## src/rtl/core/fgcs_pkg.sv

```systemverilog
`timescale 1ns / 1ps
// ----------------------------------------------------------------------------
// fgcs_pkg
// Shared types and constants of the font glyph column streamer.
// ----------------------------------------------------------------------------
package fgcs_pkg;

    // defaults for the top-level parameters
    localparam int DEF_FONT_BYTES = 4096;
    localparam int DEF_MAX_WIDTH  = 31;

    // field widths
    localparam int ADDR_IN_W = 12;
    localparam int BYTE_W    = 8;
    localparam int CODE_W    = 8;
    localparam int GW_W      = 5;
    localparam int CFG_IDX_W = 1;
    localparam int CFG_DAT_W = 5;
    localparam int S_DATA_W  = 32;   // 28 bits of fields, padded to bytes
    localparam int M_DATA_W  = 8;
    localparam int COL_W     = 6;    // column counter, holds up to 32

    // request kinds
    localparam logic REQ_LOAD   = 1'b0;
    localparam logic REQ_RENDER = 1'b1;

    // configuration register indexes
    localparam logic [CFG_IDX_W-1:0] CFG_GLYPH_WIDTH = 1'b0;
    localparam logic [CFG_IDX_W-1:0] CFG_SPARSE_MODE = 1'b1;

    // font layout constants
    localparam logic [CODE_W-1:0] GLYPH_BASE   = 8'h20;
    localparam int                HEADER_LEN   = 3;
    localparam logic [BYTE_W-1:0] SPACER       = 8'h00;
    localparam logic [GW_W-1:0]   GW_RESET     = 5'd5;
    localparam logic [COL_W-1:0]  SPARSE_COLS  = 6'd8;

    typedef enum logic [2:0] {
        S_IDLE,
        S_MUL,
        S_RED_LOAD,
        S_RED_RENDER,
        S_MASK_RD,
        S_MASK_WAIT,
        S_COLS,
        S_SPACER
    } t_state;

    // controller -> datapath
    typedef struct packed {
        logic capture;    // latch accepted item
        logic mul;        // form unreduced start address
        logic red;        // one reduction step
        logic wr;         // write font byte (last reduction step of a load)
        logic mask_rd;    // read mask byte, advance address
        logic mask_ld;    // capture mask byte
        logic col_step;   // advance column and address
        logic col_rd;     // issue column read
        logic spc;        // issue spacer column
    } t_dp_cmd;

    // datapath -> controller
    typedef struct packed {
        logic red_last;
        logic sparse;
        logic col_end;
        logic col_en;
        logic space;
    } t_dp_sts;

endpackage

```

## src/rtl/core/fgcs_ctrl.sv

```systemverilog
`timescale 1ns / 1ps
// ----------------------------------------------------------------------------
// fgcs_ctrl
// Sequencer: load and render flows, column issue pacing.
// ----------------------------------------------------------------------------
module fgcs_ctrl (
    input  logic              i_clk,
    input  logic              i_rst_n,
    input  logic              i_in_valid,
    input  logic              i_in_render,
    output logic              o_in_ready,
    input  fgcs_pkg::t_dp_sts i_sts,
    output fgcs_pkg::t_dp_cmd o_cmd
);

    fgcs_pkg::t_state r_state;
    fgcs_pkg::t_state n_state;

    always_ff @(posedge i_clk) begin
        if (!i_rst_n) begin
            r_state <= fgcs_pkg::S_IDLE;
        end else begin
            r_state <= n_state;
        end
    end

    always_comb begin
        n_state    = r_state;
        o_cmd      = '0;
        o_in_ready = 1'b0;
        case (r_state)
            fgcs_pkg::S_IDLE: begin
                o_in_ready = 1'b1;
                if (i_in_valid) begin
                    o_cmd.capture = 1'b1;
                    n_state = i_in_render ? fgcs_pkg::S_MUL : fgcs_pkg::S_RED_LOAD;
                end
            end
            fgcs_pkg::S_MUL: begin
                o_cmd.mul = 1'b1;
                n_state   = fgcs_pkg::S_RED_RENDER;
            end
            fgcs_pkg::S_RED_LOAD: begin
                o_cmd.red = 1'b1;
                if (i_sts.red_last) begin
                    o_cmd.wr = 1'b1;
                    n_state  = fgcs_pkg::S_IDLE;
                end
            end
            fgcs_pkg::S_RED_RENDER: begin
                o_cmd.red = 1'b1;
                if (i_sts.red_last) begin
                    n_state = i_sts.sparse ? fgcs_pkg::S_MASK_RD : fgcs_pkg::S_COLS;
                end
            end
            fgcs_pkg::S_MASK_RD: begin
                o_cmd.mask_rd = 1'b1;
                n_state       = fgcs_pkg::S_MASK_WAIT;
            end
            fgcs_pkg::S_MASK_WAIT: begin
                o_cmd.mask_ld = 1'b1;
                n_state       = fgcs_pkg::S_COLS;
            end
            fgcs_pkg::S_COLS: begin
                if (i_sts.col_end) begin
                    n_state = fgcs_pkg::S_SPACER;
                end else if (!i_sts.col_en) begin
                    o_cmd.col_step = 1'b1;   // masked column, no read
                end else if (i_sts.space) begin
                    o_cmd.col_step = 1'b1;
                    o_cmd.col_rd   = 1'b1;
                end
            end
            fgcs_pkg::S_SPACER: begin
                if (i_sts.space) begin
                    o_cmd.spc = 1'b1;
                    n_state   = fgcs_pkg::S_IDLE;
                end
            end
            default: begin
                n_state = fgcs_pkg::S_IDLE;
            end
        endcase
    end

endmodule

```

## config.mk

```make
export PLATFORM = sky130hd
export DESIGN_NAME = fgcs_ctrl
export DESIGN_NICKNAME = d
export VERILOG_FILES = /design/src/rtl/core/fgcs_pkg.sv /design/src/rtl/core/fgcs_ctrl.sv
export SDC_FILE = /design/constraint.sdc
export NUM_CORES = 1
export LEC_CHECK = 0
export ABC_CLOCK_PERIOD_IN_PS = 2600
export BUFFER_PORTS_ARGS = -buffer_cell sky130_fd_sc_hd__buf_2
export CORE_AREA = 4 4 41 43
export DETAILED_ROUTE_END_ITERATION = 7
export DIE_AREA = 0 0 45 47
export GPL_ROUTABILITY_DRIVEN = 0
export PLACE_DENSITY = 0.55
export SYNTH_ARGS = -nofsm -noshare
export SYNTH_HDL_FRONTEND = slang
export SYNTH_SLANG_ARGS = --single-unit
```

## constraint.sdc

```tcl
create_clock -name i_clk -period 2.6 [get_ports i_clk]
set_input_delay 0.52 -clock i_clk [delete_from_list [all_inputs] [get_ports i_clk]]
set_output_delay 0.52 -clock i_clk [all_outputs]
set_load 0.1 [all_outputs]
```

Word-level counts from Yosys, hierarchy flattened
Cells that the tools add are included.
- bits in registers: 3
- input port bits: 9
- logic and storage cells: 40
- equality and inequality tests: 12
- mux-type cells: 24
- reduce and logical (&&, ||, !) cells: 3
- operators with widths (operator ; count):
    $pmux W3 S8 ; 1
    $mux W3 ; 5
    $mux W1 ; 13
    $eq A3 B3 Y1 const B ; 4
    $mux W2 ; 5
    $ne A2 B2 Y1 const B ; 5
    $eq A3 B2 Y1 const B ; 2
    $reduce_and A5 Y1 ; 1
    $eq A3 B1 Y1 const B ; 1
    $logic_not A3 Y1 ; 1
    $reduce_or A2 Y1 ; 1

Longest topological paths before layout
Gate-level depths: netlist of run 1.
- word-level depth: 4
- depth in mapped cells: 5

Least setup slack after synthesis of run 1
Ideal clock, no wire load.
- path kind: register to output
- start: register r_state[2]
- end: output o_cmd[8] (netlist name)
- data arrival time: 3538 ps
- required time: 2080 ps
- path slack: -1458 ps
- stages on the path, launching flop included: 4
- buffers on the path: 1
- path through: dfxtp_1 -> buf_4 -> nor3_1 -> and2_1
- RTL lines (element ; line ; text):
    from (decl) ; fgcs_ctrl.sv:16 ; fgcs_pkg::t_state r_state;
    from (signal assigned) ; fgcs_ctrl.sv:21 ; r_state <= fgcs_pkg::S_IDLE;
    from (signal assigned) ; fgcs_ctrl.sv:23 ; r_state <= n_state;
    to (decl) ; fgcs_ctrl.sv:13 ; output fgcs_pkg::t_dp_cmd o_cmd

==> impl_metrics.csv, run 1 <==
group,metric,value,unit
run_status,outcome,"completed",
critical_path,required,2080,ps
sta,period_minus_slack,2208,ps
critical_path,crit_fanout,12,
synth,synth_top_area_frac,0.2069,
sta,slew_violations,0,
power_and_ir_drop,p_seq_frac,0.208,
placed_design,numPortBuffers,18,
route,drcViolationCount,0,
clock_tree,post-cts-setup-buffers,0,
synth,synth.most_common_cell,"nor2_1",
placed_design,hpwlAfterDp,635.3,um
layout,syn2layout_area_growth,48.28,%
power_and_ir_drop,p_switching,202.4,uW
route,via_per_inst,4.480,
die,design.core.area,0.001301,mm^2
synth,yosys.cell_types.count,24,
synth,synthCells,41,
route,num_vias,336,
layout,fillers,151,
min_path,hp-start,"i_rst_n",
global_routing,grt.overflow.total,0,
sta,worstMarginPinSlew,489.7,ps
critical_path,timing.rr.end,"r_state[0]$_SDFFE_PN0P_",
clock_tree,path_clk_slew,40,ps
synth,synthArstFlopShare,0,
sta,fmax,453.0,MHz
power_and_ir_drop,power.internal,154.1,uW
sta,tns,0,ps
route,wl_per_cell,10.36,um
die,fp.dieH,47,um
synth,syn_nets,50,
power_and_ir_drop,finalPower,356.5,uW
layout,final_cells,75,
sta,skew,2.735,ps
clock_tree,clock_path_buffers,2,
sta,finalSetupViolations,0,
synth,yosysTopAreaCell,"dfxtp_1",
critical_path,rr_startpoint,"r_state[0]$_SDFFE_PN0P_",
clock_tree,cts-root-buf,"clkbuf_4",
layout,top_regs,"r_state (3)",
global_routing,grt_pass1_wl,1248,um
critical_path,critPathCaptureType,"output port",
critical_path,r2r_cells,4,
die,ios,19,
sta,slew_headroom,0.6758,
placed_design,placed_area,404.1,um^2
flow_run,drv_cap,0,
global_routing,grt_pass1_vias,352,
min_path,min_path_cells,3,
global_routing,track_usage,0.08511,
die,die_x,45,um
layout,num-nets-final,70,
synth,synth_edf_count,0,
die,num_rows,13,
critical_path,crit_type,"reg2out",
placed_design,dp.cells,71,
layout,regArea,60.06,um^2
sta,period_share,0.8491,
die,die_area,0.002115,mm^2
clock_tree,cts_tree,"yes",
layout,largest_reg_flops,3,
synth,syn_avg_cell_area,7.080,um^2
clock_tree,cts_sinks,3,
layout,design_area,430.4,um^2
synth,synth_common_cells,"nor2_1 (7), nand2_1 (4), dfxtp_1 (3), inv_1 (3), nor3_1 (3)",
layout,layout-drive-gt1-share,0.4833,
min_path,hold_class,"in2reg",
synth,ys.flop_type,"dfxtp_1",
clock_tree,clk_latency,230,ps
sta,finalHoldViolCount,0,
power_and_ir_drop,combPwrFrac,0.564,
route,dr.pass1.iters,2,
synth,synthTopCellsByArea,"dfxtp_1 (21%), nor2_1 (9.1%), mux2i_1 (6.9%)",
power_and_ir_drop,switching_share,0.5678,
critical_path,r2r_slack,1330,ps
sta,grt_setup_unrepaired,"false",
route,initialDrtViolationCount,8,
power_and_ir_drop,ir_drop,0.3734,mV
clock_tree,cts_hold_buf,0,
synth,ys_warn_count,0,
critical_path,arrival,1690,ps
layout,fin_util,0.3308,
layout,multi_input_comb_area,224.0,um^2
clock_tree,cts_inserted_buffers,3,
min_path,hold_end,"r_state[0]$_SDFFE_PN0P_",
power_and_ir_drop,leakage,0.0002114,uW
clock_tree,cts_resized,0,
synth,synth_area,290.3,um^2
power_and_ir_drop,power_density,828.3,mW/mm^2
layout,top_register,"r_state",
route,route.antenna.remaining_nets,0,
global_routing,antenna_found_initial,0,
power_and_ir_drop,power_frac_clock,0.229,
critical_path,startpoint_type,"flop",
synth,ys_ff_latch,3,
die,start_util,0.2231,
clock_tree,htreeDepth,1,
global_routing,grt_max_degree,14,
route,routed_wl,777,um
layout,antennaDiodeCount,0,
synth,ys_seq_area_frac,0.2069,
## metal layers
metal / GRT usage / vias to the layer above / part of all wire / wire length, um
met5: 0 / - / 0 / 0
met4: 0.1053 / 0 / 0 / 0
met3: 0.01149 / 0 / 0.081 / 63
met2: 0.1384 / 14 / 0.49 / 378
met1: 0.08578 / 144 / 0.43 / 335
li1: - / 178 / - / -
## cell type report
| class | count | share of cell area |
|---|---|---|
| clock buffers | 4 | 0.06105 |
| inverters | 3 | 0.02616 |
| multi-input cells | 32 | 0.5203 |
| flip-flops and latches | 3 | 0.1395 |
| well taps | 15 | 0.04360 |
| repair buffers | 18 | 0.2093 |
## power groups by stage
stage	logic [uW]	clock network, uW	registers, uW
after floorplan	196	0	57.5
after global placement	202	0	75.8
after detailed placement	202	0	75.0
after CTS	203	84.8	74.2
after global routing	209	88.2	76.2
final	201	81.6	74.0
## per-stage QoR
step,setup WS (ps),hold slack (ps)
2_1_floorplan,-537.4,564.8
3_3_place_gp,643.2,627.5
3_5_place_dp,614.4,623.1
4_1_cts,367.7,567.1
5_1_grt,248.9,569.0
6_report,392.5,567.9
## worst max-delay path by stage
stage / startpoint / to / slack, ps / cells after the start
2_1_floorplan: r_state[2]$_SDFFE_PN0P_ / o_cmd[8] / -540 / 3
3_3_place_gp: r_state[2]$_SDFFE_PN0P_ / o_cmd[1] / 640 / 3
3_5_place_dp: r_state[2]$_SDFFE_PN0P_ / o_cmd[1] / 610 / 3
4_1_cts: r_state[2]$_SDFFE_PN0P_ / o_cmd[1] / 370 / 3
5_1_grt: r_state[2]$_SDFFE_PN0P_ / o_cmd[1] / 250 / 3
6_report: r_state[2]$_SDFFE_PN0P_ / o_cmd[1] / 390 / 3
## cell usage in the layout, fill, tap and decap left out, types with 2 or more instances in the layout
master	n
buf_2	18
clkbuf_4	3
dfxtp_1	3
inv_1	3
mux2i_1	2
nand2_1	4
nand2b_1	2
nor2_1	7
nor3_2	2
## worst max-delay path, cell delays in order, from the launching register on
cell and delay, ps:
dfxtp_1 560, nand2_1 210, nor4_4 230, buf_2 460
## cells by family (layout without fill, tap and decap cells)
group,Yosys count,in the layout,synth area share
DFF,3,3,0.2069
and+or+nand+nor,21,21,0.3664
muxes,2,2,0.06897
AOI/OAI and AO/OA,9,9,0.2371
buffers and inverters,6,25,0.1207
(Power assumes the default switching activity.)
==> inputs of run 2 (changes only) <==
--- a/config.mk
+++ b/config.mk
@@ -5,13 +5,13 @@
 export SDC_FILE = /design/constraint.sdc
 export NUM_CORES = 1
 export LEC_CHECK = 0
-export ABC_CLOCK_PERIOD_IN_PS = 2600
+export ABC_CLOCK_PERIOD_IN_PS = 1900
 export BUFFER_PORTS_ARGS = -buffer_cell sky130_fd_sc_hd__buf_2
 export CORE_AREA = 4 4 41 43
 export DETAILED_ROUTE_END_ITERATION = 7
 export DIE_AREA = 0 0 45 47
 export GPL_ROUTABILITY_DRIVEN = 0
-export PLACE_DENSITY = 0.55
+export PLACE_DENSITY = 0.57
 export SYNTH_ARGS = -nofsm -noshare
 export SYNTH_HDL_FRONTEND = slang
 export SYNTH_SLANG_ARGS = --single-unit
==> constraint.sdc (replaced) <==
create_clock -name i_clk -period 1.9 [get_ports i_clk]
set_input_delay 0.38 -clock i_clk [delete_from_list [all_inputs] [get_ports i_clk]]
set_output_delay 0.38 -clock i_clk [all_outputs]
set_load 0.1 [all_outputs]
==> run 2 against run 1 <==
Hold slack worse by 160 ps. Clock skew up 2.7 ps. Global-route usage up 1.0 points. Critical endpoint unchanged. Sequential share of layout area down 3.5 points. Via count up 6.5%. Setup slack worse by 290 ps. Clock power up 38%. Register-to-register slack worse by 590 ps.
==> impl_metrics.csv, run 2 (synthesized netlist as in run 1, its figures left out) <==
group,metric,value,unit
clock_tree,htreeDepth,1,
sta,fin_ws,98.20,ps
critical_path,critPathLaunch,"r_state[2]$_SDFFE_PN0P_",
critical_path,endpoint,"o_cmd[1]",
clock_tree,cts_inserted_buffers,3,
layout,num-nets-final,71,
placed_design,dpl_worst_slack,299.5,ps
route,num_vias,358,
placed_design,numPortBuffers,18,
layout,fillers,139,
critical_path,arrival,1420,ps
power_and_ir_drop,leakage,0.0002548,uW
layout,fin_util,0.4683,
critical_path,timing.rr.end,"r_state[0]$_SDFFE_PN0P_",
clock_tree,cts-root-buf,"clkbuf_4",
route,drcViolationCount,0,
global_routing,grt_pass1_wl,1393,um
critical_path,r2r_slack,740,ps
global_routing,grt_max_degree,13,
die,die_x,45,um
clock_tree,path_clk_slew,40,ps
sta,grt_setup_unrepaired,"false",
layout,final_cell_mix,"buf_2 (9), buf_12 (9), nor2_1 (4)",
sta,worstMarginPinSlew,483.5,ps
die,fp.dieH,47,um
layout,largest_reg_flops,3,
sta,slew_headroom,0.6799,
critical_path,startpoint_type,"flop",
sta,finalSetupViolations,0,
sta,slew_violations,0,
die,num_rows,13,
clock_tree,clock_path_buffers,2,
sta,period_share,0.9483,
route,routed_wl,828,um
critical_path,crit_type,"reg2out",
die,start_util,0.2231,
layout,multi_input_comb_area,256.5,um^2
clock_tree,cts_sinks,3,
critical_path,rr_startpoint,"r_state[0]$_SDFFE_PN0P_",
critical_path,required,1520,ps
run_status,outcome,"completed",
critical_path,critPathCaptureType,"output port",
route,route.antenna.remaining_nets,0,
sta,finalHoldViolCount,0,
placed_design,hpwlAfterDp,685.6,um
min_path,hold_class,"in2reg",
route,dr.pass1.iters,4,
layout,regArea,63.81,um^2
global_routing,antenna_found_initial,0,
layout,antennaDiodeCount,0,
sta,fmax,555.0,MHz
sta,skew,5.429,ps
flow_run,drv_cap,0,
layout,layout-drive-gt1-share,0.6393,
layout,top_register,"r_state",
power_and_ir_drop,power_density,937.1,mW/mm^2
clock_tree,post-cts-setup-buffers,0,
die,ios,19,
die,design.core.area,0.001301,mm^2
global_routing,grt_pass1_vias,351,
critical_path,r2r_cells,4,
route,wl_per_cell,10.89,um
layout,top_regs,"r_state (3)",
layout,syn2layout_area_growth,109.9,%
die,die_area,0.002115,mm^2
global_routing,grt.overflow.total,0,
clock_tree,clk_latency,240,ps
global_routing,track_usage,0.09558,
route,initialDrtViolationCount,4,
route,via_per_inst,4.711,
clock_tree,cts_tree,"yes",
sta,period_minus_slack,1802,ps
critical_path,crit_fanout,12,
power_and_ir_drop,ir_drop,0.3512,mV
clock_tree,cts_hold_buf,0,
-- run 2: changes by cell type in the layout (fill, tap and decap cells not counted), sizes merged --
cell	before	now
buf	18	19
-- run 2: final cells by class --
cell class                      instances  area share
Timing Repair Buffer                   19      0.3819
Multi-Input combinational cell         32      0.4209
Inverter                                3     0.01848
Clock buffer                            4     0.04312
Sequential cell                         3      0.1047
Tap cell                               15     0.03080
-- run 2: worst min-delay path by stage --
| stage | startpoint | endpoint | slack (ps) | cells past startpoint |
|---|---|---|---|---|
| finish | i_rst_n | r_state[0]$_SDFFE_PN0P_ | 410 | 3 |
| CTS | i_rst_n | r_state[0]$_SDFFE_PN0P_ | 410 | 3 |
| global route | i_rst_n | r_state[1]$_SDFFE_PN0P_ | 430 | 3 |
| detailed placement | r_state[0]$_SDFFE_PN0P_ | r_state[0]$_SDFFE_PN0P_ | 640 | 2 |
| global placement | r_state[0]$_SDFFE_PN0P_ | r_state[0]$_SDFFE_PN0P_ | 630 | 2 |
| floorplan | i_rst_n | r_state[0]$_SDFFE_PN0P_ | 530 | 2 |
-- run 2: per-layer routing --
layer | GRT usage | part of all wire | up-vias
met2 | 0.1525 | 0.51 | 18
met5 | 0 | 0 | -
met1 | 0.1000 | 0.39 | 157
met3 | 0.01916 | 0.097 | 0
li1 | - | - | 183
met4 | 0.1053 | 0 | 0
-- run 2: timing repair --
item / CTS / global route
endpoints found under the hold margin: 0 / 0
setup endpoints to repair: 0 / 1
gates resized for setup: 0 / 2
-- run 2: worst max-delay path, stage by stage (launching register included) --
cell and delay (ps):
dfxtp_2 480, nand2_2 160, nor4_4 330, buf_12 210
-- run 2: report_power, final --
group | switching, uW | leakage (uW) | internal, uW
Sequential | 31.2 | 0.0000258 | 74.8
Combinational | 231 | 0.000214 | 121
Clock | 34.1 | 0.0000150 | 78.8
-- run 2: through the flow --
| step | power, uW | setup TNS [ps] | hold WS (ps) | cells | cell area, um^2 |
|---|---|---|---|---|---|
| 4_1_cts | 578.8 | 0 | 414.6 | 76 | 606.8 |
| 6_report | 571.0 | 0 | 412.4 | 76 | 609.3 |
| 2_1_floorplan | 368.5 | -845.0 | 525.8 | 41 | 359.1 |
| 5_1_grt | 599.9 | 0 | 431.5 | 76 | 609.3 |
| 3_5_place_dp | 460.1 | 0 | 641.5 | 72 | 580.6 |
| 3_3_place_gp | 459.1 | 0 | 626.0 | 72 | 580.6 |
